## config.mk

```make
export PLATFORM = sky130hd
export DESIGN_NAME = lru_page_tag_cache_top
export DESIGN_NICKNAME = d
export VERILOG_FILES = /design/src/rtl/lptc_pkg.sv /design/src/rtl/lptc_cell.sv /design/src/rtl/lru_page_tag_cache_top.sv
export SDC_FILE = /design/constraint.sdc
export NUM_CORES = 2
export LEC_CHECK = 0
export ABC_AREA = 1
export BUFFER_PORTS_ARGS = -buffer_cell sky130_fd_sc_hd__buf_2
export CORE_MARGIN = 4
export CORE_UTILIZATION = 45
export CTS_CLUSTER_DIAMETER = 150
export DETAILED_ROUTE_END_ITERATION = 6
export PLACE_DENSITY = 0.64
export SLEW_MARGIN = 20
export SYNTH_ARGS = -nofsm -noshare
export SYNTH_HDL_FRONTEND = slang
export SYNTH_HIERARCHICAL = 1
export SYNTH_SLANG_ARGS = --single-unit
```

## constraint.sdc

```tcl
create_clock -name clock -period 13.36 [get_ports clock]
set_input_delay 2.004 -clock clock [delete_from_list [all_inputs] [get_ports clock]]
set_output_delay 2.004 -clock clock [all_outputs]
set_load 0.02 [all_outputs]
```

## src/rtl/lptc_pkg.sv

```systemverilog
`timescale 1ns / 1ps
// shared types and constants of the lru page tag cache
// no dependencies; imported by lptc_cell and lru_page_tag_cache_top
package lptc_pkg;

   // fixed port widths
   localparam int PAGE_PORT_W = 32;
   localparam int IDX_PORT_W  = 6;
   localparam int CNT_W       = 32;

   // parameter defaults
   localparam int SLOTS_DEF      = 10;
   localparam int PAGE_BITS_DEF  = 32;
   localparam int STAMP_BITS_DEF = 32;

   // request codes
   localparam logic [1:0] REQ_READ  = 2'd0;
   localparam logic [1:0] REQ_WRITE = 2'd1;
   localparam logic [1:0] REQ_INVAL = 2'd2;

   // write command broadcast to the cells
   typedef struct packed {
      logic fill;     // install tag, set valid, restamp
      logic restamp;  // new stamp only
      logic clear;    // drop valid, zero stamp
   } cell_cmd_type;

   // control part of the victim scan wave
   typedef struct packed {
      logic tok;         // wave is at this link
      logic seen;        // best fields hold a candidate
      logic slot_valid;  // candidate slot held a valid page
   } scan_ctl_type;

endpackage

```

## src/rtl/lptc_cell.sv

```systemverilog
`timescale 1ns / 1ps
// one slot of the tag cache: tag, valid, stamp, match link and scan link
// depends on lptc_pkg
module lptc_cell #(
   parameter int IDX        = 0,
   parameter int IDX_W      = 4,
   parameter int TAG_W      = 32,
   parameter int STAMP_BITS = 32
) (
   input  logic                       clock,
   input  logic                       reset,
   // lookup
   input  logic [TAG_W-1:0]           page,
   input  logic                       found_in,
   input  logic [IDX_W-1:0]           fidx_in,
   output logic                       found_out,
   output logic [IDX_W-1:0]           fidx_out,
   output logic                       match,
   // writes
   input  lptc_pkg::cell_cmd_type     cmd,
   input  logic [IDX_W-1:0]           cmd_idx,
   input  logic [TAG_W-1:0]           tag_wr,
   input  logic [STAMP_BITS-1:0]      stamp_wr,
   // victim scan
   input  lptc_pkg::scan_ctl_type     scan_in,
   input  logic [STAMP_BITS-1:0]      best_stamp_in,
   input  logic [IDX_W-1:0]           best_idx_in,
   input  logic [TAG_W-1:0]           best_tag_in,
   output lptc_pkg::scan_ctl_type     scan_out,
   output logic [STAMP_BITS-1:0]      best_stamp_out,
   output logic [IDX_W-1:0]           best_idx_out,
   output logic [TAG_W-1:0]           best_tag_out
);
   import lptc_pkg::*;

   logic [TAG_W-1:0]      tag_ff;
   logic                  valid_ff;
   logic [STAMP_BITS-1:0] stamp_ff;
   logic                  tok_ff;
   logic                  bvalid_ff;
   logic [STAMP_BITS-1:0] bstamp_ff;
   logic [IDX_W-1:0]      bidx_ff;
   logic [TAG_W-1:0]      btag_ff;
   logic                  sel;
   logic                  take;

   assign match     = valid_ff && (tag_ff == page);
   assign found_out = found_in | match;
   assign fidx_out  = found_in ? fidx_in : IDX_W'(IDX);

   assign sel  = (cmd_idx == IDX_W'(IDX));
   // strict less keeps the lower index on a tie
   assign take = !scan_in.seen || (stamp_ff < best_stamp_in);

   always_ff @(posedge clock) begin
      if (reset) begin
         valid_ff <= 1'b0;
         stamp_ff <= '0;
      end else if (sel && cmd.fill) begin
         valid_ff <= 1'b1;
         stamp_ff <= stamp_wr;
      end else if (sel && cmd.restamp) begin
         stamp_ff <= stamp_wr;
      end else if (sel && cmd.clear) begin
         valid_ff <= 1'b0;
         stamp_ff <= '0;
      end
   end

   always_ff @(posedge clock) begin
      if (sel && cmd.fill) begin
         tag_ff <= tag_wr;
      end
   end

   always_ff @(posedge clock) begin
      if (reset) begin
         tok_ff <= 1'b0;
      end else begin
         tok_ff <= scan_in.tok;
      end
   end

   always_ff @(posedge clock) begin
      if (scan_in.tok) begin
         if (take) begin
            bvalid_ff <= valid_ff;
            bstamp_ff <= stamp_ff;
            bidx_ff   <= IDX_W'(IDX);
            btag_ff   <= tag_ff;
         end else begin
            bvalid_ff <= scan_in.slot_valid;
            bstamp_ff <= best_stamp_in;
            bidx_ff   <= best_idx_in;
            btag_ff   <= best_tag_in;
         end
      end
   end

   assign scan_out.tok        = tok_ff;
   assign scan_out.seen       = 1'b1;
   assign scan_out.slot_valid = bvalid_ff;
   assign best_stamp_out      = bstamp_ff;
   assign best_idx_out        = bidx_ff;
   assign best_tag_out        = btag_ff;

endmodule

```

## src/rtl/lru_page_tag_cache_top.sv

```systemverilog
`timescale 1ns / 1ps
// top level of the lru page tag cache: request/result ports, control, counters
// depends on lptc_pkg and lptc_cell
module lru_page_tag_cache_top #(
   parameter int SLOTS      = lptc_pkg::SLOTS_DEF,
   parameter int PAGE_BITS  = lptc_pkg::PAGE_BITS_DEF,
   parameter int STAMP_BITS = lptc_pkg::STAMP_BITS_DEF
) (
   input  logic                               clock,
   input  logic                               reset,
   input  logic                               start,
   output logic                               busy,
   input  logic [1:0]                         req_type,
   input  logic [lptc_pkg::PAGE_PORT_W-1:0]   req_page_number,
   output logic                               rsp_valid,
   output logic                               rsp_status,
   output logic                               rsp_hit,
   output logic [lptc_pkg::IDX_PORT_W-1:0]    rsp_slot_index,
   output logic                               rsp_filled,
   output logic                               rsp_evicted_valid,
   output logic [lptc_pkg::PAGE_PORT_W-1:0]   rsp_evicted_page,
   output logic [lptc_pkg::CNT_W-1:0]         rsp_hit_total,
   output logic [lptc_pkg::CNT_W-1:0]         rsp_miss_total
);
   // Fully associative page tag cache with time-stamp lru replacement.
   // An item is taken when start is high and busy is low; its result is
   // shown for exactly one cycle with rsp_valid high and must be taken then,
   // since the receiver cannot stall the block. For reads, writes,
   // invalidates and reads of the null page (all page bits set), the path
   // from acceptance to result is the lookup state across the row of slot
   // cells, then the result register. On a read miss instead, the
   // victim search is a wave that walks the cell row one slot per cycle,
   // carrying the smallest stamp seen so far (lowest slot on ties), and the
   // refill happens when the wave leaves the last cell. A new item may be
   // accepted in the same cycle that the previous result is shown. The
   // stamp counter wraps; the hit and miss totals saturate at all ones.
   // There is no clearing pass after reset.
   import lptc_pkg::*;

   localparam int IDX_W      = $clog2(SLOTS);
   localparam int TAG_W      = (PAGE_BITS < PAGE_PORT_W) ? PAGE_BITS : PAGE_PORT_W;
   localparam bit NULL_CHECK = (PAGE_BITS <= PAGE_PORT_W);

   // controller states
   localparam logic [1:0] ST_IDLE = 2'd0;
   localparam logic [1:0] ST_LOOK = 2'd1;
   localparam logic [1:0] ST_SCAN = 2'd2;

   logic [1:0]            state_ff, state_in;
   logic [1:0]            rtype_ff;
   logic [TAG_W-1:0]      page_ff;
   logic                  null_ff;
   logic [STAMP_BITS-1:0] stamp_ff, stamp_in;
   logic [CNT_W-1:0]      hits_ff, hits_in;
   logic [CNT_W-1:0]      misses_ff, misses_in;

   // result register
   logic                  rvalid_ff, rvalid_in;
   logic                  rstatus_ff, rstatus_in;
   logic                  rhit_ff, rhit_in;
   logic [IDX_W-1:0]      rslot_ff, rslot_in;
   logic                  rfilled_ff, rfilled_in;
   logic                  revalid_ff, revalid_in;
   logic [TAG_W-1:0]      repage_ff, repage_in;

   // cell row links
   logic                  found_chain [SLOTS+1];
   logic [IDX_W-1:0]      fidx_chain  [SLOTS+1];
   scan_ctl_type          sctl_chain  [SLOTS+1];
   logic [STAMP_BITS-1:0] bstamp_chain[SLOTS+1];
   logic [IDX_W-1:0]      bidx_chain  [SLOTS+1];
   logic [TAG_W-1:0]      btag_chain  [SLOTS+1];
   logic [SLOTS-1:0]      match_vec;

   cell_cmd_type          cmd;
   logic [IDX_W-1:0]      cmd_idx;
   logic                  scan_go;
   logic                  accept;
   logic                  found;
   logic [IDX_W-1:0]      fidx;
   logic                  scan_done;
   logic [STAMP_BITS-1:0] stamp_next;

   assign accept     = start && !busy;
   assign busy       = (state_ff != ST_IDLE);
   assign found      = found_chain[SLOTS];
   assign fidx       = fidx_chain[SLOTS];
   assign scan_done  = (state_ff == ST_SCAN) && sctl_chain[SLOTS].tok;
   assign stamp_next = stamp_ff + STAMP_BITS'(1);

   // head of the row: nothing found, no candidate yet
   assign found_chain[0]           = 1'b0;
   assign fidx_chain[0]            = '0;
   assign sctl_chain[0].tok        = scan_go;
   assign sctl_chain[0].seen       = 1'b0;
   assign sctl_chain[0].slot_valid = 1'b0;
   assign bstamp_chain[0]          = '0;
   assign bidx_chain[0]            = '0;
   assign btag_chain[0]            = '0;

   for (genvar g = 0; g < SLOTS; g++) begin : g_cell
      lptc_cell #(
         .IDX        (g),
         .IDX_W      (IDX_W),
         .TAG_W      (TAG_W),
         .STAMP_BITS (STAMP_BITS)
      ) u_cell (
         .clock          (clock),
         .reset          (reset),
         .page           (page_ff),
         .found_in       (found_chain[g]),
         .fidx_in        (fidx_chain[g]),
         .found_out      (found_chain[g+1]),
         .fidx_out       (fidx_chain[g+1]),
         .match          (match_vec[g]),
         .cmd            (cmd),
         .cmd_idx        (cmd_idx),
         .tag_wr         (page_ff),
         .stamp_wr       (stamp_next),
         .scan_in        (sctl_chain[g]),
         .best_stamp_in  (bstamp_chain[g]),
         .best_idx_in    (bidx_chain[g]),
         .best_tag_in    (btag_chain[g]),
         .scan_out       (sctl_chain[g+1]),
         .best_stamp_out (bstamp_chain[g+1]),
         .best_idx_out   (bidx_chain[g+1]),
         .best_tag_out   (btag_chain[g+1])
      );
   end

   // control, counters and result staging
   always_comb begin
      state_in   = state_ff;
      stamp_in   = stamp_ff;
      hits_in    = hits_ff;
      misses_in  = misses_ff;
      cmd        = '0;
      cmd_idx    = fidx;
      scan_go    = 1'b0;
      rvalid_in  = 1'b0;
      rstatus_in = 1'b0;
      rhit_in    = 1'b0;
      rslot_in   = '0;
      rfilled_in = 1'b0;
      revalid_in = 1'b0;
      repage_in  = '0;
      unique case (state_ff)
         ST_IDLE: begin
            if (accept) begin
               state_in = ST_LOOK;
            end
         end
         ST_LOOK: begin
            state_in  = ST_IDLE;
            rvalid_in = 1'b1;
            case (rtype_ff)
               REQ_READ: begin
                  if (null_ff) begin
                     rstatus_in = 1'b1;
                  end else if (found) begin
                     rhit_in     = 1'b1;
                     rslot_in    = fidx;
                     cmd.restamp = 1'b1;
                     stamp_in    = stamp_next;
                     if (hits_ff != '1) begin
                        hits_in = hits_ff + CNT_W'(1);
                     end
                  end else begin
                     // miss: launch the victim wave, result comes later
                     state_in  = ST_SCAN;
                     rvalid_in = 1'b0;
                     scan_go   = 1'b1;
                     if (misses_ff != '1) begin
                        misses_in = misses_ff + CNT_W'(1);
                     end
                  end
               end
               REQ_WRITE: begin
                  if (found) begin
                     rhit_in     = 1'b1;
                     rslot_in    = fidx;
                     cmd.restamp = 1'b1;
                     stamp_in    = stamp_next;
                  end
               end
               REQ_INVAL: begin
                  if (found) begin
                     rhit_in   = 1'b1;
                     rslot_in  = fidx;
                     cmd.clear = 1'b1;
                  end
               end
               default: begin
                  // unused code: plain ok result, no change
               end
            endcase
         end
         ST_SCAN: begin
            cmd_idx = bidx_chain[SLOTS];
            if (scan_done) begin
               state_in   = ST_IDLE;
               cmd.fill   = 1'b1;
               stamp_in   = stamp_next;
               rvalid_in  = 1'b1;
               rslot_in   = bidx_chain[SLOTS];
               rfilled_in = 1'b1;
               revalid_in = sctl_chain[SLOTS].slot_valid;
               repage_in  = sctl_chain[SLOTS].slot_valid ? btag_chain[SLOTS] : '0;
            end
         end
         default: begin
            state_in = ST_IDLE;
         end
      endcase
   end

   always_ff @(posedge clock) begin
      if (reset) begin
         state_ff  <= ST_IDLE;
         stamp_ff  <= '0;
         hits_ff   <= '0;
         misses_ff <= '0;
         rvalid_ff <= 1'b0;
      end else begin
         state_ff  <= state_in;
         stamp_ff  <= stamp_in;
         hits_ff   <= hits_in;
         misses_ff <= misses_in;
         rvalid_ff <= rvalid_in;
      end
   end

   // request capture
   always_ff @(posedge clock) begin
      if (accept) begin
         rtype_ff <= req_type;
         page_ff  <= req_page_number[TAG_W-1:0];
         null_ff  <= NULL_CHECK && (&req_page_number[TAG_W-1:0]);
      end
   end

   // result payload, loaded with the strobe
   always_ff @(posedge clock) begin
      if (rvalid_in) begin
         rstatus_ff <= rstatus_in;
         rhit_ff    <= rhit_in;
         rslot_ff   <= rslot_in;
         rfilled_ff <= rfilled_in;
         revalid_ff <= revalid_in;
         repage_ff  <= repage_in;
      end
   end

   assign rsp_valid         = rvalid_ff;
   assign rsp_status        = rstatus_ff;
   assign rsp_hit           = rhit_ff;
   assign rsp_slot_index    = IDX_PORT_W'(rslot_ff);
   assign rsp_filled        = rfilled_ff;
   assign rsp_evicted_valid = revalid_ff;
   assign rsp_evicted_page  = PAGE_PORT_W'(repage_ff);
   assign rsp_hit_total     = hits_ff;
   assign rsp_miss_total    = misses_ff;

   // a page sits in at most one valid slot
   a_single_match: assert property (@(posedge clock) disable iff (reset)
      $onehot0(match_vec))
      else $error("page matches more than one slot");

   // a result never shows while an item is in work
   a_rsp_idle: assert property (@(posedge clock) disable iff (reset)
      rsp_valid |-> !busy)
      else $error("result strobe while busy");

   // an accepted item always goes to the lookup cycle
   a_accept_look: assert property (@(posedge clock) disable iff (reset)
      accept |=> (state_ff == ST_LOOK))
      else $error("accepted item did not enter lookup");

   // a refill is never a hit and never an error
   a_fill_kind: assert property (@(posedge clock) disable iff (reset)
      (rsp_valid && rsp_filled) |-> (!rsp_hit && !rsp_status))
      else $error("refill result marked hit or error");

   // the victim wave only ends while scanning
   a_wave_scan: assert property (@(posedge clock) disable iff (reset)
      sctl_chain[SLOTS].tok |-> (state_ff == ST_SCAN))
      else $error("victim wave outside scan");

endmodule

```

==> results.sh <==
export IMPL_status="finished, violations left"
export IMPL_violations="slew limit"
export IMPL_cts_buffers=160
export IMPL_yosysWarnings=6
export IMPL_ant_nets=0
export IMPL_io_buffers=142
export IMPL_routed_wl_um=189000
export IMPL_cts_path_max_buffers=3
export IMPL_place_gp_congestion=0.880
export IMPL_antenna_found_initial=2
export IMPL_vdd_drop_max_v=0.0000971
export IMPL_cts_max_level=4
export IMPL_dieArea_um2=174000
export IMPL_clock_skew_ns=0.0274
export IMPL_drive_gt1_frac=0.0791
export IMPL_powerDensity_nw_per_um2=123
export IMPL_grt_use_met1=0.297
export IMPL_crit_top_cell="nand2_1"
export IMPL_syn_area_per_cell_um2=8.81
export IMPL_tightest_slew_ns=1.59
export IMPL_wl_per_cell_um=17.3
export IMPL_fin_nets=8971
export IMPL_n_fill_cell=15100
export IMPL_grt_pass1_vias=55100
export IMPL_gr_usage_met3=0.0306
export IMPL_path_max_fanout=43
export IMPL_cpMaxStageDelayCell="edfxtp_1"
export IMPL_fmax_ghz=0.136
export IMPL_cp_end_kind="flop"
export IMPL_clock_latency_ns=0.81
export IMPL_hold_path_class="reg -> reg"
export IMPL_track_usage=0.213
export IMPL_worstPathRequired_ns=14.00
export IMPL_cts_resized=0
export IMPL_grt_busiest_layer="met2"
export IMPL_cts_hold_fix_buffers=0
export IMPL_cp_start_kind="flop"
export IMPL_floorplan_initialDensity=0.454
export IMPL_coreArea_um2=166000
export IMPL_clock_sinks=1492
export IMPL_synth_cells=8535
export IMPL_cts_tree="done"
export IMPL_grt_max_degree=200
export IMPL_maxSlewHeadroom=-0.0638
export IMPL_fp_dieH_um=417
export IMPL_stdcell_count=10900
export IMPL_setup_violations=0
export IMPL_fp_dieW_um=417
export IMPL_fin_crit_ns=7.36
export IMPL_cap_violations=0
export IMPL_cp_slowest_stage_delay_ns=0.99
export IMPL_place_inst=10600
export IMPL_dp_hpwl_um=127000
export IMPL_cts_clk_slew_worst_paths_ns=0.06
export IMPL_fin_setup_tns_ns=0
export IMPL_drt_initial_drc_count=5095
export IMPL_rsz0062_at_grt="false"
export IMPL_root_buffer="clkbuf_16"
export IMPL_grt_overflow_total=0
export IMPL_criticalPathCategory="reg -> reg"
export IMPL_hold_viol=0
export IMPL_pin_count=145
export IMPL_maxSlewViolCount=70
export IMPL_fin_crit_sh=0.551
export IMPL_worst_endpoint_arrival_ns=8.00
export IMPL_cts_setup_buffers=0
export IMPL_power_leakage_nw=34.8
export IMPL_grt_util_met2=0.342
export IMPL_area_growth_pct=10.5
export IMPL_first_pass_iters=6
export IMPL_vias_per_cell=5.26
export IMPL_rows=149
export IMPL_drc=0
export IMPL_via_count=57500
export IMPL_syn_area_um2=75200
export IMPL_grt_pass1_wl_um=301000
-- metrics by stage --
stage                     utilization  setup slack (ns)  hold slack [ns]  power [mW]  cell area, um^2
final                           0.502              6.00            0.461        10.2            83100
after global routing            0.502              5.35            0.495        10.5            83100
after CTS                       0.502              6.09            0.462        10.3            83100
after detailed placement        0.469              6.16            0.458        5.72            77700
after floorplan                     -              3.08            0.454        5.46            75600
after global placement          0.469              6.43            0.450        5.70            77700
-- where the power goes --
part | internal, mW | total [mW] | switching [mW]
registers | 4.97 | 5.00 | 0.0360
logic | 0.134 | 0.649 | 0.515
clock network | 2.63 | 4.54 | 1.90
-- sequential cells by signal, summed over array words and instances, names as in the netlist, 10 cells and up --
signal,count
g_cell.u_cell/best_idx_out,40
g_cell.u_cell/best_stamp_out,288
g_cell.u_cell/best_tag_out,320
g_cell.u_cell/bvalid_ff,10
g_cell.u_cell/stamp_ff,320
g_cell.u_cell/tag_ff,320
g_cell.u_cell/tok_ff,10
g_cell.u_cell/valid_ff,10
page_ff,32
rsp_evicted_page,32
rsp_hit_total,32
rsp_miss_total,32
stamp_ff,32
-- cell usage in the layout (no fill, tap or decap), types with 20 or more instances in the layout --
master / count
a21oi_1: 528
a21oi_2: 20
buf_2: 141
buf_4: 108
clkbuf_1: 29
clkbuf_16: 164
clkinv_2: 35
conb_1: 124
dfxtp_1: 431
edfxtp_1: 1053
ha_1: 321
inv_1: 957
nand2_1: 2256
nand2_2: 32
nand3_1: 1028
nand3b_1: 128
nand4_1: 198
nor2_1: 516
nor2_2: 21
nor3_1: 73
nor4_1: 29
o2111ai_1: 33
o21ai_0: 114
o22ai_1: 31
or2_2: 84
xnor2_1: 50
xor2_1: 110
-- final timing paths --
kind                                                          from                                         end  slack [ns]  cells after the start
worst max-delay path                          page_ff[7]$_DFFE_PP_  g_cell[4].u_cell/stamp_ff[31]$_SDFFE_PP0P_        6.00                     34
worst min-delay path            g_cell[8].u_cell/tok_ff$_SDFF_PP0_          g_cell[9].u_cell/tok_ff$_SDFF_PP0_        0.46                      2
worst min register to register  g_cell[8].u_cell/tok_ff$_SDFF_PP0_          g_cell[9].u_cell/tok_ff$_SDFF_PP0_        0.46                      2
worst max register to register                page_ff[7]$_DFFE_PP_  g_cell[4].u_cell/stamp_ff[31]$_SDFFE_PP0P_        6.00                     34
-- layer usage --
layer / vias to the layer above / wire length [um]
li1: 28400 / -
met1: 26900 / 85500
met2: 1847 / 85300
met3: 319 / 12300
met4: 0 / 6050
met5: - / 0
-- final cells by class --
| cell class | instances | area (um^2) | area share |
|---|---|---|---|
| sequential | 1492 | 40400 | 0.486 |
| multi-input combinational | 5746 | 29400 | 0.354 |
| clock buffer | 198 | 4280 | 0.0515 |
| inverter | 962 | 3610 | 0.0435 |
| tap | 2189 | 2740 | 0.0330 |
| timing repair buffer | 251 | 1550 | 0.0187 |
| clock inverter | 95 | 1100 | 0.0133 |
| antenna | 1 | 2.50 | 0.0000301 |
-- worst max-delay path: cells and delay by family, from the launching register on --
kind / cells / cell delay (ns)
AO/OA/AOI/OAI: 3 / 0.51
buffers and inverters: 11 / 1.55
flip-flops: 1 / 0.99
AND/OR/NAND/NOR: 20 / 4.07
(Power assumes the default switching activity.)
